--- src/rtl/glb_pkg.sv ---
package glb_pkg;

	localparam int LINE_GLYPHS = 256;
	localparam int INDEX_BITS  = 16;

	// Move of one glyph: 20-bit advance plus 17-bit signed kern.
	localparam int MOVE_W = 22;
	// Running width of a line, kept exact.
	localparam int RW_W   = 36;
	// Alignment arithmetic.
	localparam int AL_W   = 40;

	localparam logic [1:0] REG_WRAP_WIDTH = 2'd0;
	localparam logic [1:0] REG_ALIGN_MODE = 2'd1;

	localparam logic [1:0] ALIGN_CENTER = 2'd1;
	localparam logic [1:0] ALIGN_RIGHT  = 2'd2;

	typedef struct packed {
		logic signed [MOVE_W-1:0] move;
		logic                     space;
		logic signed [7:0]        bear;
	} entry_t;

	localparam int ENTRY_W = $bits(entry_t);

	typedef struct packed {
		logic [15:0]            start;
		logic [15:0]            stop;
		logic signed [7:0]      bear;
		logic signed [RW_W-1:0] width;
		logic                   last;
	} line_t;

	typedef enum logic [3:0] {
		S_IDLE,
		S_DECIDE,
		S_EMIT,
		S_SCAN_RD,
		S_SCAN_CHK,
		S_PREV_RD,
		S_PREV_CHK,
		S_CALC,
		S_COPY_RD,
		S_COPY_WR,
		S_TAIL,
		S_FINISH,
		S_LAST
	} state_t;

	typedef enum logic [1:0] {
		ACT_NEWLINE,
		ACT_BEGIN,
		ACT_DROP,
		ACT_WRAP
	} act_t;

	function automatic logic signed [RW_W-1:0] bear64(input logic signed [7:0] b);
		bear64 = {{(RW_W-14){b[7]}}, b, 6'b0};
	endfunction

	function automatic logic signed [RW_W-1:0] move_ext(input logic signed [MOVE_W-1:0] m);
		move_ext = {{(RW_W-MOVE_W){m[MOVE_W-1]}}, m};
	endfunction

endpackage

--- src/rtl/glb_align.sv ---
module glb_align (
	input  logic                  clk,
	input  logic                  arst_n,
	input  logic                  req_valid,
	output logic                  req_ready,
	input  glb_pkg::line_t        req,
	input  logic [15:0]           wrap_width,
	input  logic [1:0]            align_mode,
	output logic                  out_valid,
	input  logic                  out_stall,
	output logic [15:0]           line_start,
	output logic [15:0]           line_end,
	output logic signed [23:0]    x_offset,
	output logic [23:0]           line_width,
	output logic                  last_line
);

	localparam int AW = glb_pkg::AL_W;

	logic signed [AW-1:0] wrap_s;
	logic signed [AW-1:0] width_s;
	logic signed [AW-1:0] diff;
	logic signed [AW-1:0] half;
	logic signed [AW-1:0] x_s;
	logic signed [AW-1:0] w_s;
	logic signed [23:0]   x_sat;
	logic [23:0]          w_sat;

	logic                 valid_q;
	logic [15:0]          start_q;
	logic [15:0]          end_q;
	logic signed [23:0]   x_q;
	logic [23:0]          w_q;
	logic                 last_q;

	assign wrap_s  = AW'({wrap_width, 6'b0});
	assign width_s = AW'(req.width);
	assign diff    = wrap_s - width_s;
	assign half    = diff >>> 1;

	always_comb begin
		x_s = -AW'(req.bear) * AW'(64);
		w_s = width_s;
		if (align_mode == glb_pkg::ALIGN_CENTER) begin
			x_s = x_s + half;
			w_s = width_s + half;
		end else if (align_mode == glb_pkg::ALIGN_RIGHT) begin
			x_s = x_s + diff;
			w_s = wrap_s;
		end
		if (x_s > AW'(8388607)) begin
			x_sat = 24'sh7FFFFF;
		end else if (x_s < -AW'(8388608)) begin
			x_sat = 24'sh800000;
		end else begin
			x_sat = x_s[23:0];
		end
		if (w_s < 0) begin
			w_sat = '0;
		end else if (w_s > AW'(16777215)) begin
			w_sat = '1;
		end else begin
			w_sat = w_s[23:0];
		end
	end

	assign req_ready = !valid_q || !out_stall;

	always_ff @(posedge clk or negedge arst_n) begin
		if (!arst_n) begin
			valid_q <= 1'b0;
		end else if (req_ready) begin
			valid_q <= req_valid;
		end
	end

	always_ff @(posedge clk) begin
		if (req_ready && req_valid) begin
			start_q <= req.start;
			end_q   <= req.stop;
			x_q     <= x_sat;
			w_q     <= w_sat;
			last_q  <= req.last;
		end
	end

	assign out_valid  = valid_q;
	assign line_start = start_q;
	assign line_end   = end_q;
	assign x_offset   = x_q;
	assign line_width = w_q;
	assign last_line  = last_q;

endmodule

--- config.mk ---
export PLATFORM = sky130hd
export DESIGN_NAME = glb_align
export DESIGN_NICKNAME = d
export VERILOG_FILES = /design/src/rtl/glb_pkg.sv /design/src/rtl/glb_align.sv
export SDC_FILE = /design/constraint.sdc
export NUM_CORES = 1
export LEC_CHECK = 0
export BUFFER_PORTS_ARGS = -buffer_cell sky130_fd_sc_hd__buf_2
export CAP_MARGIN = 20
export CORE_MARGIN = 2
export CORE_UTILIZATION = 35
export CTS_CLUSTER_DIAMETER = 30
export CTS_CLUSTER_SIZE = 16
export DETAILED_ROUTE_END_ITERATION = 6
export SETUP_SLACK_MARGIN = 0.15
export SYNTH_ARGS = -nofsm -noshare
export SYNTH_HDL_FRONTEND = slang
export SYNTH_SLANG_ARGS = --single-unit
--- constraint.sdc ---
create_clock -name clk -period 4 [get_ports clk]
set_input_delay 0.2 -clock clk [delete_from_list [all_inputs] [get_ports clk]]
set_output_delay 0.2 -clock clk [all_outputs]
set_load 0.01 [all_outputs]
* Word-level counts from Yosys, hierarchy flattened
Index checks and enable logic that the tools add are counted.
** Word-level totals
- Input port bits :: 99
- Bits in registers :: 82
- Word-level logic and storage cells :: 27
- Output and inout port bits :: 83
** Cells by class
- Eq/ne operators :: 2
- $add $sub $neg :: 5
- Multiplexer cells :: 6
- $lt $le $gt $ge :: 4
- Reductions and logical operators :: 4
** Operators with widths (number)
- 2-to-1 mux 40 bit :: 4
- 2-to-1 mux 24 bit :: 2
- adder 40 x 36 -> 40 bit :: 1
- adder 40 x 37 -> 40 bit :: 1
- greater-than comparator 40 x 24 -> 1 bit, second input constant :: 1
- greater-than comparator 40 x 25 -> 1 bit, second input constant :: 1
- less-than comparator 40 x 1 -> 1 bit, second input constant :: 1
- less-than comparator 40 x 24 -> 1 bit, second input constant :: 1
- adder 36 x 36 -> 37 bit :: 1
- subtractor 23 x 36 -> 37 bit :: 1
- negator 8 -> 34 bit :: 1
- == test 2 x 1 -> 1 bit, second input constant :: 1
- == test 2 bit, second input constant :: 1
- zero test 1 bit :: 2
- logical AND 1 bit :: 1
- logical OR 1 bit :: 1

* Logic depth before layout (Yosys ltp)
Gate-level depths: netlist of the first run.
- Word-level depth :: 6
- Gate-level depth with buffers :: 30
- Gate-level depth less buffers :: 28

* Least setup slack after synthesis of the first run
OpenSTA, ideal clock, no wires.
- Kind :: input port to flip-flop
- Start point :: in req[7] (netlist name)
- End point :: reg x_q[22], in the netlist x_offset[22], data pin
- Stages :: 29
- Library setup time :: 0.165 ns
- Data arrival time :: 5.558 ns
- Path buffers :: 1
- Slack :: -1.723 ns
- Data required time :: 3.835 ns
- Cells stage by stage :: inv_1 ha_1 a31oi_1 o21bai_1 a21oi_1 o21bai_1 a21oi_1 o21bai_1 a21oi_1 o21ba_2 o22ai_1 o21a_1 nor2_1 xnor2_1 ha_1 nand4_1 o221ai_1 a221oi_1 o41ai_1 o311a_1 a311oi_4 o31ai_2 a221oi_2 xor2_1 a221o_1 nor4_1 a41oi_1 buf_4 o31ai_2
** On the way
- Cells in the longest elaborated chain, start to end :: 6
- Elaborated cells on any way between the ends :: 8
- Classes of those cells :: add/sub: 3; order compare: 2; mux: 3
** Ends and longest elaborated chain
- start, declared :: RTL line glb_align.sv:6 : input glb_pkg::line_t req,
- subtractor 23 x 36 -> 37 bit (*) :: RTL line glb_align.sv:38 : assign diff = wrap_s - width_s;
- adder 40 x 37 -> 40 bit :: RTL line glb_align.sv:48 : x_s = x_s + diff;
- 2-to-1 mux 40 bit :: RTL line glb_align.sv:47 : end else if (align_mode == glb_pkg::ALIGN_RIGHT) begin
- 2-to-1 mux 40 bit (*) :: RTL line glb_align.sv:44 : if (align_mode == glb_pkg::ALIGN_CENTER) begin
- less-than comparator 40 x 24 -> 1 bit :: RTL line glb_align.sv:53 : end else if (x_s < -AW'(8388608)) begin
- 2-to-1 mux 24 bit :: RTL line glb_align.sv:53
- end signal, assigned :: RTL line glb_align.sv:81 : x_q <= x_sat;
- end, declared :: RTL line glb_align.sv:32 : logic signed [23:0] x_q;
Every way passes the cells marked *; elsewhere a longest branch is shown, timed or not.
A chain may end at the register's enable or synchronous reset.

* Final worst setup path of the first run
- Start point :: in wrap_width[0]
- End point :: reg x_q[21], in the netlist x_offset[21], data pin
** On the way
- Cells in the longest elaborated chain, start to end :: 6
- Elaborated cells on any way between the ends :: 8
- Classes of those cells :: add/sub: 3; order compare: 2; mux: 3
** Ends and longest elaborated chain
- start, declared :: RTL line glb_align.sv:7 : input logic [15:0] wrap_width,
- subtractor 23 x 36 -> 37 bit (*) :: RTL line glb_align.sv:38
- adder 40 x 37 -> 40 bit :: RTL line glb_align.sv:48
- 2-to-1 mux 40 bit :: RTL line glb_align.sv:47
- 2-to-1 mux 40 bit (*) :: RTL line glb_align.sv:44
- less-than comparator 40 x 24 -> 1 bit :: RTL line glb_align.sv:53
- 2-to-1 mux 24 bit :: RTL line glb_align.sv:53
Marks and branches as above.

==> run_results.csv, run 1 <==
group,metric,value,unit
global_routing,antenna_found_initial,3,
placed_design,dp_cells,2480,
route,avgRoutedWirePerCell,18.15,um
power,leakagePower,0.008439,uW
synth,synth_common_cells,"a21oi_1 (143), ha_1 (122), nand2_1 (106)",
route,drt_iter0_drc,877,
clock_tree,insertion_delay,360,ps
critical_path,critPathKind,"in -> reg",
synth,synthFlopType,"edfxtp_1",
global_routing,grt.overflow.total,0,
power,vdd_drop_max,252.4,uV
synth,ys_top_cells_by_area,"edfxtp_1 (21%), ha_1 (13%), a21oi_1 (6.3%), xnor2_1 (5.7%), a21o_1 (4.4%)",
power,p_sw,2300,uW
timing,rsz0062_at_grt,"yes",
synth,synth_top_area_share,21.38,%
cells_and_area,nFillCells,2952,
critical_path,worstPathMaxFanout,6,
critical_path,crit_slowest_cell,"o31ai_4",
timing,worstMarginPinSlew,927.2,ps
clock_tree,cts_tree,"yes",
worst_hold_path,hold_class,"in -> reg",
power,seqPwrFrac,18.3,%
synth,ys_warn_count,0,
power,power.internal,3469,uW
clock_tree,clk_pin_slew,60,ps
floorplan,std_cell_rows,66,
timing,setup_viol,48,
synth,synth_cells,1391,
placed_design,dp_hpwl,36220,um
global_routing,busiest_layer,"met2",
cells_and_area,syn_to_final_growth,59.72,%
timing,finalCritPeriodShare,138.9,%
placed_design,port-buffer-count,181,
route,ant_nets,0,
global_routing,grt_pass1_wl,70430,um
synth,yosys.area.top_type,"edfxtp_1",
route,num_vias,13826,
timing,hold_violations,0,
critical_path,end_kind,"flip-flop",
synth,synth_area,11380,um^2
global_routing,grtUsageMet3,3.003,%
clock_tree,cts_max_level,3,
clock_tree,clockBufferDepth,2,
floorplan,fp.dieW,184.3,um
route,via_per_inst,5.443,
route,drc_errors,0,
power,p_comb_share,67.2,%
power,power.share.switching,39.87,%
timing,drv_slew,0,
critical_path,cp-start-kind,"primary input",
cells_and_area,drive_gt1_share,43.56,%
cells_and_area,instances_no_fill,2540,
global_routing,grt.total_usage,26.30,%
route,routed_wl,46100,um
floorplan,initial_core_util,35.24,%
cells_and_area,nets,2315,
route,drt_pass1_iterations,5,
synth,synth_edf_count,81,
timing,fin_ws,-1555,ps
floorplan,fp.dieH,184.3,um
placed_design,place.gp.congestion,0.9623,
outcome,status,"complete, but fails checks",
outcome,violations,"setup timing",
synth,syn_area_per_cell,8.180,um^2
global_routing,gr-usage-met2,48.12,%
timing,skew,7.015,ps
critical_path,crit_required,4100,ps
global_routing,grt_max_degree,71,
cells_and_area,final_core_util,56.29,%
power,power.density,317.5,nW/um^2
clock_tree,cts_root_buf,"clkbuf_16",
timing,period_needed,5555,ps
global_routing,use_met1,31.38,%
critical_path,slowest_delay,290,ps
floorplan,num_io_pins,182,
global_routing,grt_pass1_vias,13674,
synth,synth_seq_cells,82,
synth,syn-num-nets,1615,
critical_path,cpMostUsedCell,"buf_4",
critical_path,cp.arrival,5660,ps
floorplan,core,32290,um^2
floorplan,die-area,33970,um^2
flow_run,cap_violations,0,
synth,synth-async-reset-ratio,1.220,%
clock_tree,clock_sinks,82,
clock_tree,numCtsBuffers,9,
power,clkPwrFrac,14.5,%
synth,yosysMostFrequentCell,"a21oi_1",
synth,ys_seq_area_share,21.60,%
timing,slew_headroom,38.18,%
timing,max_freq,180.0,MHz
synth,synth.distinct_cells,95,
-- what timing repair did --
| item | 4_1_cts | 5_1_grt |
|---|---|---|
| setup buffers | 22 | 10 |
| cloned | 6 | 3 |
| setup endpoints to repair | 48 | 48 |
| resized for setup | 86 | 36 |
| hold endpoints to repair | 1 | 0 |
| pin swaps | 25 | 20 |
| hold buffers | 1 | 0 |
-- power by group through the flow --
stage / clock, uW / combinational (uW) / sequential (uW)
after CTS: 853 / 3700 / 1060
after global placement: 0 / 3440 / 1070
after floorplan: 0 / 1890 / 1120
after global routing: 885 / 4170 / 1060
after detailed placement: 0 / 3490 / 1070
final: 839 / 3880 / 1060
-- final timing paths --
check | cells after the start | end | slack [ps] | from
worst min register to register | 2 | out_valid | 540 | out_valid
worst max-delay path | 35 | x_offset[21] | -1550 | wrap_width[0]
worst min-delay path | 1 | line_start[5] | 20 | req[66]
min in group asynchronous | 2 | out_valid | 150 | arst_n
worst max register to register | 3 | x_offset[12] | 2120 | out_valid
max in group asynchronous | 2 | out_valid | 3760 | arst_n
-- per-layer routing --
layer	wire length, um	up-vias
met5	14	-
met4	1748	2
met3	2482	100
met2	22740	461
met1	19110	6564
li1	-	6699
-- cells in the final DEF, fill, tap and decap left out, types with 7 or more instances in the layout --
master     instances
nand3_1           25
xor2_1            34
a31oi_1           15
o211ai_1          21
buf_2            174
a21oi_1          111
and3_1             9
o31ai_1            7
mux2i_1            9
o21ai_2           15
nor3_1            22
o221ai_1          10
edfxtp_1          81
o22ai_1           13
buf_4            539
o21a_1            11
a221o_1            7
o21ai_0           76
buf_12            10
and2_1             8
a211oi_1          15
o21ai_1           17
nand4_1           26
a21o_1            67
nor2b_1           12
a21boi_0           8
nor4_1            11
nand2_1          104
o21bai_1          20
nor2_1            77
clkbuf_16         12
a22oi_1           14
xnor2_1           72
or3_1             10
buf_6             13
nand2b_1          18
inv_1             74
ha_1             116
a21oi_2           30
-- state kept, by name (all words and copies together), names as in the netlist --
signal	flops
line_start	16
line_width	24
out_valid	1
x_offset	24
last_line	1
line_end	16
-- logic make-up (layout without fill, tap and decap cells) --
kind of cell | count (synthesis) | count (layout) | share of synthesized area (%)
buffers and inverters | 140 | 845 | 4.948
adder cells (fa/ha/maj) | 127 | 127 | 14.13
multiplexers | 13 | 13 | 1.210
XOR/XNOR | 113 | 113 | 9.061
AND/OR/NAND/NOR | 372 | 372 | 16.56
other | 0 | 2 | 0
flip-flops | 82 | 82 | 21.60
AO/OA/AOI/OAI | 544 | 544 | 32.49
-- worst max-delay path: cells and delay by family --
kind                     cells  cell delay [ps]
adder cells (fa/ha/maj)      2              420
buffers and inverters        8             1170
AO/OA/AOI/OAI               19             2990
AND/OR/NAND/NOR              4              600
XOR/XNOR                     2              260
-- metrics by stage --
step	hold WS [ps]	setup WS [ps]	total power [uW]	cell area (um^2)	setup TNS [ps]
after detailed placement	-21.80	-1924	4563	16800	-83440
after floorplan	-95.59	-1191	3007	11570	-52420
final	16.78	-1555	5769	18170	-69710
after global placement	-22.44	-1772	4512	16800	-79270
after CTS	4.104	-1402	5608	17810	-58890
after global routing	6.841	-1834	6122	18170	-82590
-- layout make-up --
| class | instances | area (um^2) | area share, % |
|---|---|---|---|
| Antenna cell | 2 | 5.005 | 0.02754 |
| Tap cell | 442 | 553.0 | 3.043 |
| Inverter | 80 | 302.8 | 1.666 |
| Clock inverter | 6 | 66.31 | 0.3649 |
| Clock buffer | 10 | 229.0 | 1.260 |
| Timing Repair Buffer | 749 | 5559 | 30.59 |
| Multi-Input combinational cell | 1169 | 9001 | 49.53 |
| Sequential cell | 82 | 2457 | 13.52 |
Note: power is estimated with default switching activity, not from simulation.
==> inputs of run 2 (changes only) <==
GPL_TIMING_DRIVEN = 0   (was unset)
SETUP_SLACK_MARGIN = 0.5   (was 0.15)
==> run_results.csv, run 2 (synthesized netlist as in run 1, its figures left out) <==
group,metric,value,unit
timing,holdWs,25.08,ps
outcome,violations,"setup timing",
route,drt_pass1_iterations,5,
critical_path,cp.arrival,5820,ps
placed_design,place.gp.congestion,0.9326,
timing,max_freq,174.7,MHz
clock_tree,cts_max_level,3,
clock_tree,cts_root_buf,"clkbuf_16",
critical_path,crit_slowest_cell,"a221oi_2",
global_routing,grt.overflow.total,0,
route,wl_met2,20360,um
critical_path,cpMostUsedCell,"a21oi_2",
timing,rsz0062_at_grt,"yes",
critical_path,crit_required,4100,ps
placed_design,dp_hpwl,32810,um
outcome,status,"complete, but fails checks",
floorplan,num_io_pins,182,
cells_and_area,final_core_util,47.17,%
timing,period_needed,5724,ps
placed_design,port-buffer-count,180,
timing,setup_viol,48,
critical_path,end_kind,"flip-flop",
floorplan,die-area,33970,um^2
floorplan,std_cell_rows,66,
timing,skew,9.175,ps
clock_tree,insertion_delay,350,ps
clock_tree,clockBufferDepth,2,
floorplan,initial_core_util,35.24,%
power,vdd_drop_max,240.4,uV
flow_run,cap_violations,0,
cells_and_area,syn_to_final_growth,33.85,%
timing,drv_slew,0,
cells_and_area,regArea,2457,um^2
cells_and_area,fin_area,15230,um^2
route,drc_errors,0,
timing,worstMarginPinSlew,1041,ps
global_routing,grt.total_usage,24.47,%
clock_tree,clock_sinks,82,
floorplan,fp.dieH,184.3,um
cells_and_area,multi_input_area,9509,um^2
critical_path,slowest_delay,340,ps
worst_hold_path,hold_class,"in -> reg",
clock_tree,numCtsBuffers,9,
route,routed-wl-met3,2789,um
clock_tree,cts_tree,"yes",
route,num_vias,12218,
power,power.density,329.0,nW/um^2
critical_path,critPathKind,"in -> reg",
cells_and_area,final_cell_mix,"buf_2 (177), a21oi_1 (106), ha_1 (104), nand2_1 (103), edfxtp_1 (81)",
route,topRoutingLayerUsed,"met4",
timing,fin_tns_setup,-75380,ps
route,m1WireLength,18080,um
timing,fin_ws,-1724,ps
floorplan,fp.dieW,184.3,um
route,drt_iter0_drc,959,
floorplan,core,32290,um^2
route,avgRoutedWirePerCell,20.09,um
global_routing,grt_pass1_wl,64940,um
critical_path,worstPathMaxFanout,6,
global_routing,grt_pass1_vias,11931,
placed_design,post_dp_cell_area,13060,um^2
route,via_per_inst,5.780,
timing,slew_headroom,29.94,%
cells_and_area,nets,1890,
power,power.total,5010,uW
timing,finalCritPeriodShare,143.1,%
timing,hold_violations,0,
cells_and_area,final_common_cell,"buf_2",
power,leakagePower,0.006315,uW
route,routed_wl,42480,um
global_routing,grt_max_degree,61,
global_routing,antenna_found_initial,1,
cells_and_area,drive_gt1_share,30.22,%
clock_tree,clk_pin_slew,60,ps
critical_path,cp-start-kind,"primary input",
route,ant_nets,0,
cells_and_area,nFillCells,3154,
## run 2: layout make-up
type	instances	area share [%]
Multi-Input combinational cell	1169	62.44
Clock inverter	6	0.2218
Buffer	60	2.506
Antenna cell	1	0.01643
Timing Repair Buffer	264	11.56
Clock buffer	10	1.503
Sequential cell	82	16.14
Inverter	80	1.988
Tap cell	442	3.631
## run 2: stage by stage
stage               setup slack (ps)  std cells
floorplan                      -1191       1391
global placement               -2764       2013
detailed placement             -2839       2014
CTS                            -1520       2096
global route                   -1999       2113
finish                         -1724       2114
## run 2: worst paths after layout
kind / from / endpoint / slack, ps / cells past startpoint
setup / recovery: req[5] / x_offset[11] / -1720 / 33
hold reg to reg: out_valid / out_valid / 560 / 2
hold / removal: req[68] / line_start[7] / 30 / 1
max in group asynchronous: arst_n / out_valid / 3760 / 2
min in group asynchronous: arst_n / out_valid / 160 / 2
setup reg to reg: out_valid / line_width[9] / 2430 / 3
## run 2: power breakdown
group	switching, uW	internal (uW)
Sequential	13.4	1040
Clock	330	414
Combinational	1820	1390
Total	2170	2840
## run 2: worst max-delay path, delay by kind of cell
kind                     cells  cell delay [ps]
XOR/XNOR                     2              250
AO/OA/AOI/OAI               17             2910
adder cells (fa/ha/maj)      1              260
AND/OR/NAND/NOR              6             1280
buffers and inverters        7              910
## run 2: what timing repair did
action	in CTS	in global routing
buffers inserted	61	16
resized for setup	187	55
setup endpoints to repair	48	48
gates cloned	4	1
hold buffers	1	0
endpoints found under the hold margin	1	0
pin swaps	58	43
## run 2: layer usage
metal  GRT usage [%]  up-vias
li1                -     5858
met3           3.497       70
met1           31.01     5817
met2           42.75      473
met4           7.680        0
met5               0        -
