## config.mk

```make
export PLATFORM = sky130hd
export DESIGN_NAME = glb_seq
export DESIGN_NICKNAME = d
export VERILOG_FILES = /design/src/rtl/glb_pkg.sv /design/src/rtl/glb_seq.sv
export SDC_FILE = /design/constraint.sdc
export NUM_CORES = 1
export LEC_CHECK = 0
export BUFFER_PORTS_ARGS = -buffer_cell sky130_fd_sc_hd__buf_4
export CAP_MARGIN = 5
export CORE_MARGIN = 4
export CORE_UTILIZATION = 35
export DETAILED_ROUTE_END_ITERATION = 6
export GPL_TIMING_DRIVEN = 1
export PLACE_DENSITY = 0.49
export SYNTH_ARGS = -nofsm -noshare
export SYNTH_HDL_FRONTEND = slang
export SYNTH_SLANG_ARGS = --single-unit
```

## constraint.sdc

```tcl
create_clock -name clk -period 6.3 [get_ports clk]
set_input_delay 1.26 -clock clk [delete_from_list [all_inputs] [get_ports clk]]
set_output_delay 1.26 -clock clk [all_outputs]
set_load 0.005 [all_outputs]
```

## src/rtl/glb_pkg.sv

```systemverilog
package glb_pkg;

	localparam int LINE_GLYPHS = 256;
	localparam int INDEX_BITS  = 16;

	// Move of one glyph: 20-bit advance plus 17-bit signed kern.
	localparam int MOVE_W = 22;
	// Running width of a line, kept exact.
	localparam int RW_W   = 36;
	// Alignment arithmetic.
	localparam int AL_W   = 40;

	localparam logic [1:0] REG_WRAP_WIDTH = 2'd0;
	localparam logic [1:0] REG_ALIGN_MODE = 2'd1;

	localparam logic [1:0] ALIGN_CENTER = 2'd1;
	localparam logic [1:0] ALIGN_RIGHT  = 2'd2;

	typedef struct packed {
		logic signed [MOVE_W-1:0] move;
		logic                     space;
		logic signed [7:0]        bear;
	} entry_t;

	localparam int ENTRY_W = $bits(entry_t);

	typedef struct packed {
		logic [15:0]            start;
		logic [15:0]            stop;
		logic signed [7:0]      bear;
		logic signed [RW_W-1:0] width;
		logic                   last;
	} line_t;

	typedef enum logic [3:0] {
		S_IDLE,
		S_DECIDE,
		S_EMIT,
		S_SCAN_RD,
		S_SCAN_CHK,
		S_PREV_RD,
		S_PREV_CHK,
		S_CALC,
		S_COPY_RD,
		S_COPY_WR,
		S_TAIL,
		S_FINISH,
		S_LAST
	} state_t;

	typedef enum logic [1:0] {
		ACT_NEWLINE,
		ACT_BEGIN,
		ACT_DROP,
		ACT_WRAP
	} act_t;

	function automatic logic signed [RW_W-1:0] bear64(input logic signed [7:0] b);
		bear64 = {{(RW_W-14){b[7]}}, b, 6'b0};
	endfunction

	function automatic logic signed [RW_W-1:0] move_ext(input logic signed [MOVE_W-1:0] m);
		move_ext = {{(RW_W-MOVE_W){m[MOVE_W-1]}}, m};
	endfunction

endpackage

```

## src/rtl/glb_seq.sv

```systemverilog
module glb_seq #(
	parameter int LINE_GLYPHS = glb_pkg::LINE_GLYPHS,
	parameter int INDEX_BITS  = glb_pkg::INDEX_BITS
) (
	input  logic                           clk,
	input  logic                           arst_n,
	input  logic                           in_valid,
	output logic                           in_stall,
	input  logic [19:0]                    advance,
	input  logic signed [16:0]             kern,
	input  logic signed [7:0]              bearing,
	input  logic                           is_space,
	input  logic                           is_newline,
	input  logic                           next_is_space,
	input  logic                           last_glyph,
	input  logic [15:0]                    wrap_width,
	output logic                           req_valid,
	input  logic                           req_ready,
	output glb_pkg::line_t                 req,
	output logic                           ram_we,
	output logic [$clog2(LINE_GLYPHS)-1:0] ram_waddr,
	output glb_pkg::entry_t                ram_wdata,
	output logic [$clog2(LINE_GLYPHS)-1:0] ram_raddr,
	input  glb_pkg::entry_t                ram_rdata
);

	localparam int AW    = $clog2(LINE_GLYPHS);
	localparam int CNT_W = $clog2(LINE_GLYPHS + 1);
	localparam int RW_W  = glb_pkg::RW_W;
	localparam int MW    = glb_pkg::MOVE_W;

	glb_pkg::state_t state_q, state_d;
	glb_pkg::act_t   act_q, act_d;

	// Current item.
	logic signed [MW-1:0]   mv_q;
	logic signed [7:0]      bear_q;
	logic                   sp_q;
	logic                   nl_q;
	logic                   nsp_q;
	logic                   last_q;

	// Line state.
	logic signed [RW_W-1:0] rw_q;
	logic [INDEX_BITS-1:0]  lb_q;
	logic [INDEX_BITS-1:0]  pos_q;
	logic signed [7:0]      fb_q;
	logic                   seen_q;
	logic                   prev_q;
	logic                   fresh_q;
	logic [CNT_W-1:0]       cnt_q;

	// Soft wrap work registers.
	logic [AW-1:0]          j_q;
	logic [AW-1:0]          s_q;
	logic signed [RW_W-1:0] suf_q;
	logic signed [MW-1:0]   ms_q;
	logic                   drop_q;
	logic signed [RW_W-1:0] thisw_q;
	logic [CNT_W-1:0]       stop_q;
	logic [CNT_W-1:0]       keep_q;
	logic [CNT_W-1:0]       k_q;

	logic                   accept;
	logic signed [MW-1:0]   mv_in;
	logic signed [RW_W-1:0] wrap_s;
	logic                   ovf;
	logic                   isolated;
	logic                   full;
	glb_pkg::entry_t        cur;
	logic signed [7:0]      fb_tail;

	assign accept   = in_valid && !in_stall;
	assign mv_in    = $signed({2'b00, advance})
		+ (last_glyph ? '0 : {{(MW-17){kern[16]}}, kern});
	assign wrap_s   = RW_W'({wrap_width, 6'b0});
	assign ovf      = (rw_q + glb_pkg::move_ext(mv_q)) > wrap_s;
	assign full     = cnt_q == CNT_W'(LINE_GLYPHS);
	assign isolated = (cnt_q == '0 || !prev_q) && (last_q || !nsp_q);
	assign cur      = '{move: mv_q, space: sp_q, bear: bear_q};
	assign fb_tail  = (keep_q == '0) ? bear_q : fb_q;

	always_ff @(posedge clk or negedge arst_n) begin
		if (!arst_n) begin
			state_q <= glb_pkg::S_IDLE;
		end else begin
			state_q <= state_d;
		end
	end

	always_comb begin
		state_d   = state_q;
		act_d     = act_q;
		in_stall  = 1'b1;
		req_valid = 1'b0;
		req       = '{start: 16'(lb_q), stop: 16'(pos_q), bear: fb_q,
			width: rw_q, last: 1'b0};
		ram_we    = 1'b0;
		ram_waddr = cnt_q[AW-1:0];
		ram_wdata = cur;
		ram_raddr = j_q;
		unique case (state_q)
			glb_pkg::S_IDLE: begin
				in_stall = 1'b0;
				if (in_valid) begin
					state_d = glb_pkg::S_DECIDE;
				end
			end
			glb_pkg::S_DECIDE: begin
				state_d = glb_pkg::S_EMIT;
				if (nl_q) begin
					act_d = glb_pkg::ACT_NEWLINE;
				end else if (full) begin
					act_d = glb_pkg::ACT_BEGIN;
				end else if (ovf) begin
					if (sp_q) begin
						act_d = isolated ? glb_pkg::ACT_DROP : glb_pkg::ACT_BEGIN;
					end else if (!seen_q) begin
						act_d = glb_pkg::ACT_BEGIN;
					end else begin
						act_d   = glb_pkg::ACT_WRAP;
						state_d = glb_pkg::S_SCAN_RD;
					end
				end else begin
					ram_we  = 1'b1;
					state_d = glb_pkg::S_FINISH;
				end
			end
			glb_pkg::S_SCAN_RD: begin
				state_d = glb_pkg::S_SCAN_CHK;
			end
			glb_pkg::S_SCAN_CHK: begin
				if (ram_rdata.space || j_q == '0) begin
					state_d = (j_q == '0) ? glb_pkg::S_CALC : glb_pkg::S_PREV_RD;
				end else begin
					state_d = glb_pkg::S_SCAN_RD;
				end
			end
			glb_pkg::S_PREV_RD: begin
				ram_raddr = s_q - AW'(1);
				state_d   = glb_pkg::S_PREV_CHK;
			end
			glb_pkg::S_PREV_CHK: begin
				state_d = glb_pkg::S_CALC;
			end
			glb_pkg::S_CALC: begin
				state_d = glb_pkg::S_EMIT;
			end
			glb_pkg::S_EMIT: begin
				req_valid = 1'b1;
				if (act_q == glb_pkg::ACT_WRAP) begin
					req.stop  = 16'(lb_q + INDEX_BITS'(stop_q));
					req.width = thisw_q;
				end
				if (req_ready) begin
					unique case (act_q)
						glb_pkg::ACT_BEGIN: begin
							ram_we    = 1'b1;
							ram_waddr = '0;
							state_d   = glb_pkg::S_FINISH;
						end
						glb_pkg::ACT_WRAP: begin
							state_d = (keep_q == '0) ? glb_pkg::S_TAIL : glb_pkg::S_COPY_RD;
						end
						default: begin
							state_d = glb_pkg::S_FINISH;
						end
					endcase
				end
			end
			glb_pkg::S_COPY_RD: begin
				ram_raddr = AW'(CNT_W'(s_q) + CNT_W'(1) + k_q);
				state_d   = glb_pkg::S_COPY_WR;
			end
			glb_pkg::S_COPY_WR: begin
				ram_we    = 1'b1;
				ram_waddr = k_q[AW-1:0];
				ram_wdata = ram_rdata;
				state_d   = (k_q + CNT_W'(1) == keep_q) ? glb_pkg::S_TAIL : glb_pkg::S_COPY_RD;
			end
			glb_pkg::S_TAIL: begin
				ram_we    = 1'b1;
				ram_waddr = keep_q[AW-1:0];
				state_d   = glb_pkg::S_FINISH;
			end
			glb_pkg::S_FINISH: begin
				state_d = last_q ? glb_pkg::S_LAST : glb_pkg::S_IDLE;
			end
			glb_pkg::S_LAST: begin
				req_valid = 1'b1;
				req.stop  = 16'(pos_q);
				req.last  = 1'b1;
				if (fresh_q) begin
					req.start = 16'(pos_q);
					req.bear  = '0;
					req.width = '0;
				end
				if (req_ready) begin
					state_d = glb_pkg::S_IDLE;
				end
			end
			default: begin
				state_d = glb_pkg::S_IDLE;
			end
		endcase
	end

	always_ff @(posedge clk) begin
		if (accept) begin
			mv_q   <= mv_in;
			bear_q <= bearing;
			sp_q   <= is_space && !is_newline;
			nl_q   <= is_newline;
			nsp_q  <= next_is_space;
			last_q <= last_glyph;
		end
		case (state_q)
			glb_pkg::S_DECIDE: begin
				j_q    <= AW'(cnt_q - CNT_W'(1));
				suf_q  <= '0;
				drop_q <= 1'b0;
			end
			glb_pkg::S_SCAN_CHK: begin
				if (ram_rdata.space || j_q == '0) begin
					s_q  <= j_q;
					ms_q <= ram_rdata.move;
					if (j_q == '0) begin
						drop_q <= 1'b1;
					end
				end else begin
					suf_q <= suf_q + glb_pkg::move_ext(ram_rdata.move);
					j_q   <= j_q - AW'(1);
				end
			end
			glb_pkg::S_PREV_CHK: begin
				drop_q <= !ram_rdata.space;
			end
			glb_pkg::S_CALC: begin
				// Dropping the space at the break removes its move as well.
				thisw_q <= rw_q - suf_q - (drop_q ? glb_pkg::move_ext(ms_q) : '0);
				stop_q  <= drop_q ? CNT_W'(s_q) : CNT_W'(s_q) + CNT_W'(1);
				keep_q  <= cnt_q - CNT_W'(s_q) - CNT_W'(1);
				k_q     <= '0;
			end
			glb_pkg::S_COPY_WR: begin
				k_q <= k_q + CNT_W'(1);
			end
			default: begin
			end
		endcase
	end

	always_ff @(posedge clk or negedge arst_n) begin
		if (!arst_n) begin
			act_q   <= glb_pkg::ACT_NEWLINE;
			rw_q    <= '0;
			lb_q    <= '0;
			pos_q   <= '0;
			fb_q    <= '0;
			seen_q  <= 1'b0;
			prev_q  <= 1'b0;
			fresh_q <= 1'b1;
			cnt_q   <= '0;
		end else begin
			act_q <= act_d;
			if (accept && fresh_q) begin
				rw_q    <= -glb_pkg::bear64(bearing);
				fb_q    <= bearing;
				lb_q    <= pos_q;
				cnt_q   <= '0;
				fresh_q <= 1'b0;
			end
			case (state_q)
				glb_pkg::S_DECIDE: begin
					if (!nl_q && !full && !ovf) begin
						rw_q  <= rw_q + glb_pkg::move_ext(mv_q);
						cnt_q <= cnt_q + CNT_W'(1);
						if (sp_q) begin
							seen_q <= 1'b1;
						end
					end
				end
				glb_pkg::S_EMIT: begin
					if (req_ready) begin
						seen_q <= 1'b0;
						case (act_q)
							glb_pkg::ACT_BEGIN: begin
								lb_q    <= pos_q;
								cnt_q   <= CNT_W'(1);
								fb_q    <= bear_q;
								rw_q    <= glb_pkg::move_ext(mv_q) - glb_pkg::bear64(bear_q);
								fresh_q <= 1'b0;
							end
							glb_pkg::ACT_WRAP: begin
								lb_q <= lb_q + INDEX_BITS'(s_q) + INDEX_BITS'(1);
							end
							default: begin
								lb_q    <= pos_q + INDEX_BITS'(1);
								cnt_q   <= '0;
								fresh_q <= 1'b1;
								rw_q    <= '0;
							end
						endcase
					end
				end
				glb_pkg::S_COPY_WR: begin
					if (k_q == '0) begin
						fb_q <= ram_rdata.bear;
					end
				end
				glb_pkg::S_TAIL: begin
					cnt_q <= keep_q + CNT_W'(1);
					fb_q  <= fb_tail;
					rw_q  <= glb_pkg::move_ext(mv_q) + suf_q - glb_pkg::bear64(fb_tail);
				end
				glb_pkg::S_FINISH: begin
					prev_q <= sp_q;
					pos_q  <= pos_q + INDEX_BITS'(1);
				end
				glb_pkg::S_LAST: begin
					if (req_ready) begin
						rw_q    <= '0;
						lb_q    <= '0;
						pos_q   <= '0;
						fb_q    <= '0;
						seen_q  <= 1'b0;
						prev_q  <= 1'b0;
						fresh_q <= 1'b1;
						cnt_q   <= '0;
					end
				end
				default: begin
				end
			endcase
		end
	end

	a_cnt_bound: assert property (@(posedge clk) disable iff (!arst_n)
		cnt_q <= CNT_W'(LINE_GLYPHS))
		else $error("line glyph count exceeds the line store");

	a_fresh_empty: assert property (@(posedge clk) disable iff (!arst_n)
		fresh_q |-> cnt_q == '0)
		else $error("fresh line holds glyphs");

	a_accept_decide: assert property (@(posedge clk) disable iff (!arst_n)
		accept |=> state_q == glb_pkg::S_DECIDE)
		else $error("accepted request not decided next cycle");

	a_scan_seen: assert property (@(posedge clk) disable iff (!arst_n)
		(state_q == glb_pkg::S_SCAN_RD) |-> (cnt_q != '0 && !nl_q))
		else $error("soft wrap scan on an empty line");

endmodule
```

---- Word-level counts from Yosys, hierarchy flattened ----
Cells that the tools add are included.
W data, S select, Z words.
operators by class
  add/subtract/negate cells ............... 23
  magnitude comparators ................... 1
  equal/unequal tests ..................... 25
  muxes and demuxes ....................... 90
  reduce and logical (&&, ||, !) cells .... 36
operators with widths
  operator                 count
  $mux W36                 7
  $pmux W36 S2             3
  $pmux W36 S4             1
  $mux W16                 8
  $pmux W16 S2             3
  $mux W8                  11
  $add A36 B22 Y36         2
  $sub A36 B36 Y36         2
  $pmux W4 S13             1
  $mux W44                 1
  $add A22 B36 Y36         1
  $gt A36 B23 Y1           1
  $mux W9                  4
  $neg A14 Y36             1
  $pmux W9 S2              2
  $pmux W9 S4              1
  $sub A36 B14 Y36         1
  $add A16 B1 Y16 const B  2
  $pmux W8 S2              2
  $pmux W8 S4              1
  $mux W31                 1
  $mux W4                  7
  $add A9 B1 Y9 const B    3
  $logic_not A9 Y1         3
  other kinds (37)         106
word-level totals
  register bits ........................... 266
  bits of input ports ..................... 100
  output and inout port bits .............. 127
  word-level logic and storage cells ...... 201

---- Longest topological paths before layout ----
Gate-level depths: netlist of run 1.
  depth in word-level cells ............... 8
  depth in mapped cells ................... 25

---- Least setup slack after synthesis of run 1 ----
OpenSTA, ideal clock, no wires.
  path kind ............................... register to register
  start point ............................. reg keep_q[0]
  end point ............................... reg rw_q[35]
  setup time .............................. 0.144 ns
  data arrival time ....................... 6.007 ns
  data required time ...................... 6.156 ns
  slack ................................... 0.149 ns
  cell stages (with the launch flop) ...... 22
  cells stage by stage .................... edfxtp_1 > clkbuf_1 > inv_1 > ha_1 > nor4b_1 > nand2_1 > clkbuf_1 > nor2_1 > a21oi_1 > fa_1 > ha_1 > a21o_1 > a21o_1 > a21o_1 > a2111o_1 > a221o_1 > a41oi_1 > o21ai_0 > nand2_1 > a211oi_1 > a41oi_1 > o221ai_1
on the way
  cells in the longest elaborated chain, start to end .. 4
RTL lines
  item                    RTL line        RTL
  from (decl)             glb_seq.sv:61   logic [CNT_W-1:0] keep_q;
  from (signal assigned)  glb_seq.sv:242  keep_q <= cnt_q - CNT_W'(s_q) - CNT_W'(1);
  $logic_not A9 Y1        glb_seq.sv:81   assign fb_tail = (keep_q == '0) ? bear_q : fb_q;
  $mux W8                 glb_seq.sv:81
  $sub A36 B14 Y36        glb_seq.sv:314  rw_q <= glb_pkg::move_ext(mv_q) + suf_q - glb_pkg::bear64(fb_tail);
  $pmux W36 S4            glb_seq.sv:273  case (state_q)
  to (signal assigned)    glb_seq.sv:267  rw_q <= -glb_pkg::bear64(bearing);
  to (signal assigned)    glb_seq.sv:276  rw_q <= rw_q + glb_pkg::move_ext(mv_q);
  to (signal assigned)    glb_seq.sv:314
  to (decl)               glb_seq.sv:44   logic signed [RW_W-1:0] rw_q;
Every way passes these cells.
A chain may end at the register's enable or synchronous reset.

---- Final worst setup path of run 1 ----
  start point ............................. reg mv_q[2]
  end point ............................... out ram_we
on the way
  cells in the longest elaborated chain, start to end .. 6
RTL lines
  item                    RTL line        RTL
  from (decl)             glb_seq.sv:36   logic signed [MW-1:0] mv_q;
  from (signal assigned)  glb_seq.sv:210  mv_q <= mv_in;
  $add A36 B22 Y36        glb_seq.sv:77   assign ovf = (rw_q + glb_pkg::move_ext(mv_q)) > wrap_s;
  $gt A36 B23 Y1          glb_seq.sv:77
  $mux W1                 glb_seq.sv:115  end else if (ovf) begin
  $mux W1                 glb_seq.sv:113  end else if (full) begin
  $mux W1                 glb_seq.sv:111  if (nl_q) begin
  $pmux W1 S3             glb_seq.sv:102  unique case (state_q)
  to (decl)               glb_seq.sv:20   output logic ram_we,
Every way passes these cells.

==> impl_metrics.tcl, run 1 <==
set metrics [dict create \
    final_cell_mix "buf_4, nand2_1, nor2_1" \
    hold_buffers 0 \
    grt_pass1_vias 24200 \
    final_common_cell "buf_4" \
    port_buffers 226 \
    crit_path_start_kind "flop" \
    grt_use_met2_pct 40.6 \
    tritoncts "built" \
    fin_ws_ns 0.0998 \
    clock.fmax_mhz 161 \
    setup_viol 0 \
    ant_nets 0 \
    place_ws_ns 0.278 \
    cts-root-buf "clkbuf_16" \
    ios 227 \
    avgSynthCellArea_um2 8.78 \
    layout.nets 3652 \
    synth_top_area_share_pct 19.6 \
    core_area_um2 74400 \
    clock_latency_ns 0.56 \
    antenna_found_initial 2 \
    status "complete, no violations" \
    hold_viol_final 0 \
    rows 100 \
    synthToLayoutAreaGrowth_pct 17.6 \
    synth_ff_type "edfxtp_1" \
    gr-total-overflow 0 \
    power_mw 18.5 \
    path_clk_slew_ns 0.06 \
    syn-num-nets 3422 \
    grt_max_degree 55 \
    drv_slew 0 \
    top_usage_layer "met2" \
    yosysWarnings 0 \
    die_h_um 282 \
    wl_per_cell_um 23.5 \
    dr.pass1.iters 7 \
    cts_max_level 2 \
    yosysSeqAreaShare_pct 28.6 \
    grt_use_met1_pct 33.5 \
    min_path_type "flop to flop" \
    rsz0062_at_grt "true" \
    final.period_utilization_pct 98.4 \
    synth_cells 2999 \
    end_kind "primary output" \
    tightest_slew_ns 1.26 \
    max-cap-violations 0 \
    die_w_um 282 \
    first_iter_violations 1922 \
    num_vias 24300 \
    grt.met3_usage_pct 2.83 \
    cts_buffer_depth 3 \
    fill_cells 7429 \
    drc 0 \
    drive_above_1_share_pct 14.1 \
    wirelength_um 99500 \
    post-route-min-period_ns 6.20 \
    crit_fanout 4 \
    max_stage_delay_ns 0.44 \
    required_ns 5.04 \
    place_area_um2 29400 \
    drt-vias-per-instance 5.75 \
    synth.area.top_cells "edfxtp_1, ha_1, dfrtp_1" \
    start_util_pct 35.4 \
    worst-setup-path-type "flop to primary output" \
    cts_made_buffers 38 \
    grt_first_pass_wirelength_um 149000 \
    fin_skew_ns 0.0180 \
    peakVddDrop_mv 0.206 \
    max-slew-margin-rel_pct 15.7 \
    syn_area_um2 26300 \
    synth_cell_type_count 89 \
    path_cells "ha_4 -> nand3_2 -> a2111oi_4 -> buf_4 -> nor3_2 -> o21bai_2 -> a21oi_2 -> o21ai_2 -> xnor2_2 -> ha_1 -> and4_1 -> nand3_1 -> or4_4 -> nor4_4 -> nor3_2 -> or3_4 -> nor4_4 -> a21oi_2 -> nand2_2 -> buf_4" \
    cp.arrival_ns 4.94 \
    ys_ff_latch 266 \
    fin_area_um2 31000 \
    crit_slowest_cell "or4_4" \
    dieArea_um2 79700 \
    yosys.area.top_type "edfxtp_1" \
    place_hpwl_um 78100 \
    synth-edff-count 172 \
    clkSinkCount 266 \
    synthArstFlopShare_pct 35.3 \
    gp_congestion 0.944 \
    grt_util_all_layers_pct 24.4 \
    power_density_nw_per_um2 597 \
    power.static_leakage_nw 13.5 \
]
worst paths after layout:
check                      slack, ns       end  cells after the start      start
hold reg to reg                 0.49   fb_q[1]                      2  bear_q[1]
min in group asynchronous       0.80  lb_q[11]                      1     arst_n
setup / recovery                 0.1    ram_we                     20    mv_q[2]
hold / removal                  0.49   fb_q[1]                      2  bear_q[1]
setup reg to reg                0.72   rw_q[7]                     23    mv_q[2]
max in group asynchronous       4.35  cnt_q[7]                      2     arst_n
where the power goes:
part           switching, mW  internal (mW)
combinational           7.36           5.37
sequential             0.804           2.69
clock                  0.865           1.37
total                   9.03           9.44
through the flow:
step,TNS (ns),std cells,hold WS [ns],utilization (%)
after CTS,0,4223,0.498,41.4
after floorplan,0,2999,0.469,-
after detailed placement,0,4146,0.486,39.5
after global routing,-0.113,4228,0.520,41.6
final,0,4230,0.493,41.6
after global placement,0,4146,0.477,39.5
worst max-delay path, delay by kind of cell, from the launching register on:
| kind | cells | cell delay [ns] |
|---|---|---|
| buffers and inverters | 2 | 0.29 |
| flip-flops | 1 | 0.43 |
| AND/OR/NAND/NOR | 10 | 1.89 |
| XOR/XNOR | 1 | 0.10 |
| AO/OA/AOI/OAI | 5 | 1.02 |
| adder cells (fa/ha/maj) | 2 | 0.66 |
logic make-up (layout without fill, tap and decap cells):
group	count (synthesis)	after routing	synth area share [%]
xor+xnor	243	243	8.08
compound gates	890	890	22.6
simple gates	912	912	16.5
mux	61	61	2.40
buf+inv	304	564	4.46
flops	266	266	28.6
fa+ha+maj	323	323	17.4
other cells	0	2	0
state kept, by name, summed over array words and instances (netlist names), 8 cells and up:
signal,flops
lb_q,16
fb_q,8
suf_q,36
mv_q,22
cnt_q,9
j_q,8
s_q,8
thisw_q,36
bear_q,8
keep_q,9
pos_q,16
k_q,9
stop_q,9
rw_q,36
ms_q,22
cell usage after synthesis, drive strengths merged (11+ instances only):
cell type,n
nor2b,44
a22o,43
o221ai,29
clkbuf,103
nor2,253
nand2,289
o21ai,183
o211ai,23
a21boi,17
a221oi,15
o21bai,24
ha,251
nor3b,12
xnor2,153
nand4,23
and3,45
nand3,52
o2111ai,11
a21o,94
o21a,21
fa,72
edfxtp,172
nor4,14
a21oi,231
a211o,15
a222oi,11
or3,13
o22ai,27
dfrtp,93
mux2,17
nand2b,37
a221o,12
inv,181
a31oi,21
buf,16
and2,27
nor3,66
a211oi,40
mux2i,44
xor2,90
routing by layer:
| metal | routed length, um | vias to the layer above |
|---|---|---|
| met2 | 46000 | 756 |
| met5 | 0 | - |
| li1 | - | 11400 |
| met4 | 3000 | 0 |
| met3 | 5350 | 152 |
| met1 | 45100 | 12000 |
timing repair:
action,in CTS,in global routing
buffers inserted,7,5
hold endpoints to repair,0,0
endpoints found under the setup margin,1,1
cloned,0,0
gates resized for setup,18,16
pin swaps,7,15
cell type report:
type / instances / area [um^2] / area share (%)
Clock buffer: 54 / 1130 / 3.67
Sequential cell: 266 / 7520 / 24.3
Multi-Input combinational cell: 2429 / 17900 / 57.9
Clock inverter: 16 / 149 / 0.481
Antenna cell: 2 / 5.00 / 0.0162
Inverter: 185 / 694 / 2.24
Timing Repair Buffer: 309 / 2330 / 7.53
Tap cell: 969 / 1210 / 3.92
No activity file was read; power rests on OpenSTA's default activity.
==> inputs of run 2 (changes only) <==
--- a/config.mk
+++ b/config.mk
@@ -12,6 +12,8 @@
 export DETAILED_ROUTE_END_ITERATION = 6
 export GPL_TIMING_DRIVEN = 1
 export PLACE_DENSITY = 0.49
+export REMOVE_ABC_BUFFERS = 1
+export SKIP_CTS_REPAIR_TIMING = 1
 export SYNTH_ARGS = -nofsm -noshare
 export SYNTH_HDL_FRONTEND = slang
 export SYNTH_SLANG_ARGS = --single-unit
==> impl_metrics.tcl, run 2 (synthesis gave the netlist of run 1 again) <==
set metrics [dict create \
    gr-total-overflow 0 \
    grt_pass1_vias 24300 \
    cts-root-buf "clkbuf_16" \
    grt_use_met1_pct 32.7 \
    peakVddDrop_mv 0.219 \
    cp.arrival_ns 5.11 \
    crit_slowest_cell "or4_4" \
    crit_path_start_kind "flop" \
    cts_max_level 2 \
    die_h_um 282 \
    required_ns 5.04 \
    clock.fmax_mhz 157 \
    power_density_nw_per_um2 595 \
    power_mw 18.3 \
    fill_cells 7398 \
    final.period_utilization_pct 101 \
    top_usage_layer "met2" \
    grt_first_pass_wirelength_um 149000 \
    reg_top3 "rw_q x36, suf_q x36, thisw_q x36" \
    max-slew-margin-rel_pct 21.7 \
    dieArea_um2 79700 \
    end_kind "primary output" \
    ios 227 \
    register_area_um2 7520 \
    hold_viol_final 0 \
    rows 100 \
    clock_latency_ns 0.56 \
    num_antenna_cells 0 \
    place_hpwl_um 77000 \
    post-route-min-period_ns 6.37 \
    grt.met3_usage_pct 3.38 \
    wirelength_um 99300 \
    setup_viol 1 \
    grt_util_all_layers_pct 24.3 \
    fin_skew_ns 0.0322 \
    path_clk_slew_ns 0.06 \
    final_common_cell "buf_4" \
    multi_input_comb_area_um2 17900 \
    start_util_pct 35.4 \
    dp.cells 4130 \
    grt_max_degree 49 \
    worst-setup-path-type "flop to primary output" \
    stdcell_count 4208 \
    first_iter_violations 2032 \
    cts_made_buffers 37 \
    max-cap-violations 0 \
    crit_buf_inv 1 \
    port_buffers 226 \
    crit_fanout 4 \
    path_delay_family "simple AND/OR/NAND/NOR gates" \
    max_stage_delay_ns 0.54 \
    drive_above_1_share_pct 13.8 \
    ant_nets 0 \
    final_cell_mix "buf_4, nand2_1, nor2_1" \
    fin_ws_ns -0.0748 \
    grt_use_met2_pct 41.0 \
    violations "design-rule violations, negative setup slack" \
    synthToLayoutAreaGrowth_pct 16.8 \
    rsz0062_at_grt "true" \
    num_vias 24400 \
    tritoncts "built" \
    core_area_um2 74400 \
    clkSinkCount 266 \
    path_cells "ha_4 -> nand3_2 -> a2111oi_4 -> nor3_1 -> o21bai_2 -> a21oi_2 -> o21ai_1 -> xnor2_1 -> ha_1 -> and4_1 -> nand3_1 -> or4_4 -> nor4_4 -> nor3_2 -> or3_4 -> nor4_4 -> a21oi_2 -> nand2_2 -> buf_4" \
    layout.nets 3634 \
    antenna_found_initial 2 \
    status "finished with violations" \
    drc 22 \
    gp_congestion 0.919 \
    hold_ws_ns 0.500 \
    min_path_type "flop to flop" \
    cts_buffer_depth 3 \
    wl_per_cell_um 23.6 \
    tightest_slew_ns 1.17 \
    dr.pass1.iters 7 \
    drv_slew 0 \
    drt-vias-per-instance 5.80 \
    die_w_um 282 \
    power.static_leakage_nw 13.4 \
]
run 2: cell count changes in the layout (fill, tap and decap cells not counted), sizes merged:
cell      before  now
clkinvlp       1    0
diode          2    0
clkinv        16   14
bufinv         3    0
clkbuf        54   57
buf          309  292
run 2: area by class of cell:
type                       count  share of cell area (%)
clock inverter                10                   0.191
inverter                     185                    2.26
tap                          969                    3.94
timing repair buffer         292                    7.17
clock buffer                  57                    3.73
sequential                   266                    24.5
multi-input combinational   2429                    58.3
run 2: worst register-to-register path, stage by stage (launching register included):
cell      delay [ns]
edfxtp_1        0.78
buf_4           0.34
nand2_1         0.08
buf_4           0.22
fa_1            0.51
ha_1            0.39
nand3_1         0.13
nor2_1          0.10
a221oi_1        0.34
o211ai_1        0.29
a221o_1         0.44
a31oi_1         0.35
o21ai_0         0.25
a2111o_1        0.47
a31oi_1         0.34
o21ai_0         0.17
xnor2_1         0.15
run 2: metrics by stage:
stage | worst slack [ns] | instance area (um^2) | util [%] | setup TNS [ns]
2_1_floorplan | 0.307 | 25800 | - | 0
3_3_place_gp | 0.276 | 29300 | 39.3 | 0
3_5_place_dp | 0.207 | 29300 | 39.3 | 0
4_1_cts | -0.428 | 30500 | 40.9 | -0.428
5_1_grt | -0.313 | 30700 | 41.3 | -0.313
6_report | -0.0748 | 30700 | 41.3 | -0.0748
run 2: report_power, final:
| part | switching, mW | total [mW] | internal, mW |
|---|---|---|---|
| clock | 0.862 | 2.12 | 1.25 |
| combinational | 7.34 | 12.6 | 5.31 |
| sequential | 0.850 | 3.54 | 2.69 |
| total | 9.05 | 18.3 | 9.25 |
run 2: layer usage:
layer / share of wire [%] / vias up / wire length, um
met2: 47 / 887 / 46400
met3: 6.2 / 156 / 6170
met4: 3.0 / 2 / 3010
met1: 44 / 12000 / 43800
li1: - / 11400 / -
met5: 0.012 / - / 12
run 2: worst paths after layout:
kind                            from           to  slack (ns)  cells after the start
setup / recovery             mv_q[2]       ram_we       -0.07                     19
hold / removal             bear_q[1]      fb_q[1]        0.50                      2
setup reg to reg              drop_q  thisw_q[35]        0.67                     16
hold reg to reg            bear_q[1]      fb_q[1]        0.50                      2
max in group asynchronous     arst_n     rw_q[34]        4.22                      2
min in group asynchronous     arst_n      fb_q[3]        0.80                      1
==> inputs of run 3 (changes only) <==
--- a/config.mk
+++ b/config.mk
@@ -11,7 +11,7 @@
 export CORE_UTILIZATION = 35
 export DETAILED_ROUTE_END_ITERATION = 6
 export GPL_TIMING_DRIVEN = 1
-export PLACE_DENSITY = 0.49
+export PLACE_DENSITY = 0.58
 export REMOVE_ABC_BUFFERS = 1
 export SKIP_CTS_REPAIR_TIMING = 1
 export SYNTH_ARGS = -nofsm -noshare
==> impl_metrics.tcl, run 3 (synthesis gave the netlist of run 1 again) <==
set metrics [dict create \
    status "finished with violations" \
    violations "negative setup slack" \
    crit_fanout 3 \
    rsz0062_at_grt "true" \
    min_from "bear_q[5]" \
    layout.nets 3627 \
    hold_viol_final 0 \
    reg2reg_from "mv_q[1]" \
    place_area_um2 29200 \
    ios 227 \
    required_ns 5.04 \
    die_h_um 282 \
    ant_nets 0 \
    tightest_slew_ns 1.21 \
    antenna_found_initial 1 \
    final_cell_mix "buf_4, nand2_1, nor2_1" \
    power_density_nw_per_um2 591 \
    drt-vias-per-instance 5.77 \
    dr.pass1.iters 7 \
    pwr-share-clk_pct 11.5 \
    start_util_pct 35.4 \
    num_vias 24200 \
    tritoncts "built" \
    reg2reg_to "rw_q[34]" \
    reg_top3 "rw_q x36, suf_q x36, thisw_q x36" \
    post-route-min-period_ns 6.34 \
    fin_skew_ns 0.0151 \
    clock_latency_ns 0.56 \
    first_iter_violations 2308 \
    wl_per_cell_um 22.3 \
    max-slew-margin-rel_pct 19.1 \
    clkSinkCount 266 \
    peakVddDrop_mv 0.231 \
    cts-root-buf "clkbuf_16" \
    fin_ws_ns -0.0431 \
    final.period_utilization_pct 101 \
    path_clk_slew_ns 0.06 \
    switchingPower_mw 8.88 \
    max-cap-violations 0 \
    rows 100 \
    die_w_um 282 \
    crit_slowest_cell "or4_4" \
    drc 0 \
    end_kind "primary output" \
    postLayoutCoreUtil_pct 41.1 \
    grt_first_pass_wirelength_um 140000 \
    drv_slew 0 \
    path_delay_family "simple AND/OR/NAND/NOR gates" \
    swShare_pct 49.1 \
    cts_made_buffers 35 \
    crit_buf_inv 1 \
    num_antenna_cells 0 \
    setup_viol 1 \
    gr-total-overflow 0 \
    fin_area_um2 30600 \
    power.static_leakage_nw 13.3 \
    port_buffers 226 \
    crit_path_start_kind "flop" \
    cts_buffer_depth 3 \
    grt_max_degree 52 \
    p_int_mw 9.20 \
    min_path_type "flop to flop" \
    max_stage_delay_ns 0.54 \
    wirelength_um 93800 \
    gp_congestion 0.930 \
    final_common_cell "buf_4" \
    worst-setup-path-type "flop to primary output" \
    place_hpwl_um 72700 \
    reg2reg_depth 20 \
    p_seq_share_pct 19.4 \
    clock.fmax_mhz 158 \
    path_cells "ha_4 -> nand3_2 -> a2111oi_4 -> nor3_2 -> o21bai_1 -> a21oi_2 -> o21ai_2 -> xnor2_1 -> ha_1 -> and4_1 -> nand3_1 -> or4_4 -> nor4_4 -> nor3_2 -> or3_4 -> nor4_4 -> a21oi_2 -> nand2_2 -> buf_4" \
    startpoint "mv_q[1]" \
    cp.arrival_ns 5.08 \
    grt_pass1_vias 23400 \
    core_area_um2 74400 \
    r2r_slack_ns 0.74 \
    drive_above_1_share_pct 13.4 \
    synthToLayoutAreaGrowth_pct 16.3 \
    combPwrFrac_pct 69.1 \
    hold_end "fb_q[5]" \
    dieArea_um2 79700 \
    grt_util_all_layers_pct 22.8 \
    cts_max_level 2 \
    holdPathStages 2 \
]
## run 3: cell types whose count changed in the layout (fill, tap and decap cells not counted), moves of 2 or more
cell,delta
clkbuf_16,-5
a211oi_1,+2
a211oi_2,-2
ha_1,+4
bufinv_16,+2
buf_4,-4
clkbuf_1,+2
ha_2,-4
clkinv_2,-4
## run 3: worst min-delay path: cells and delay by family (launching register included)
family / cells / cell delay (ns)
flip-flops: 1 / 0.34
AO/OA/AOI/OAI: 2 / 0.12
## run 3: worst max-delay path by stage
| stage | to | slack, ns | cells past startpoint |
|---|---|---|---|
| after detailed placement | ram_we | 0.16 | 21 |
| after CTS | ram_we | -0.48 | 21 |
| after floorplan | rw_q[35] | 0.31 | 18 |
| final | ram_we | -0.04 | 19 |
| after global routing | ram_we | -0.31 | 21 |
| after global placement | ram_we | 0.30 | 21 |
## run 3: stage by stage
| stage | hold slack [ns] | TNS, ns | std cells | worst slack (ns) | power [mW] |
|---|---|---|---|---|---|
| floorplan | 0.469 | 0 | 2880 | 0.307 | 11.8 |
| finish | 0.501 | -0.0431 | 4200 | -0.0431 | 18.1 |
| global route | 0.533 | -0.311 | 4200 | -0.311 | 19.6 |
| global placement | 0.477 | 0 | 4129 | 0.304 | 15.6 |
| detailed placement | 0.487 | 0 | 4129 | 0.161 | 15.7 |
| CTS | 0.501 | -0.476 | 4193 | -0.476 | 17.9 |
## run 3: layout make-up
| cell class | instances | area (um^2) |
|---|---|---|
| fill | 7439 | 43800 |
| multi-input combinational | 2429 | 17900 |
| sequential | 266 | 7520 |
| timing repair buffer | 287 | 2150 |
| tap | 969 | 1210 |
| clock buffer | 55 | 1040 |
| inverter | 185 | 694 |
| clock inverter | 9 | 111 |
## run 3: power by group through the flow
stage               combinational, mW  sequential (mW)  clock (mW)
floorplan                        8.59             3.23           0
global placement                 12.1             3.51           0
detailed placement               12.2             3.52           0
CTS                              12.3             3.49        2.11
global route                     13.8             3.60        2.18
finish                           12.5             3.52        2.07
## run 3: layer usage
| layer | vias to the layer above | track usage [%] | routed length (um) |
|---|---|---|---|
| li1 | 11400 | - | - |
| met1 | 11700 | 30.7 | 40900 |
| met2 | 949 | 37.5 | 42700 |
| met3 | 154 | 4.26 | 7170 |
| met4 | 0 | 6.97 | 2960 |
| met5 | - | 0 | 0 |
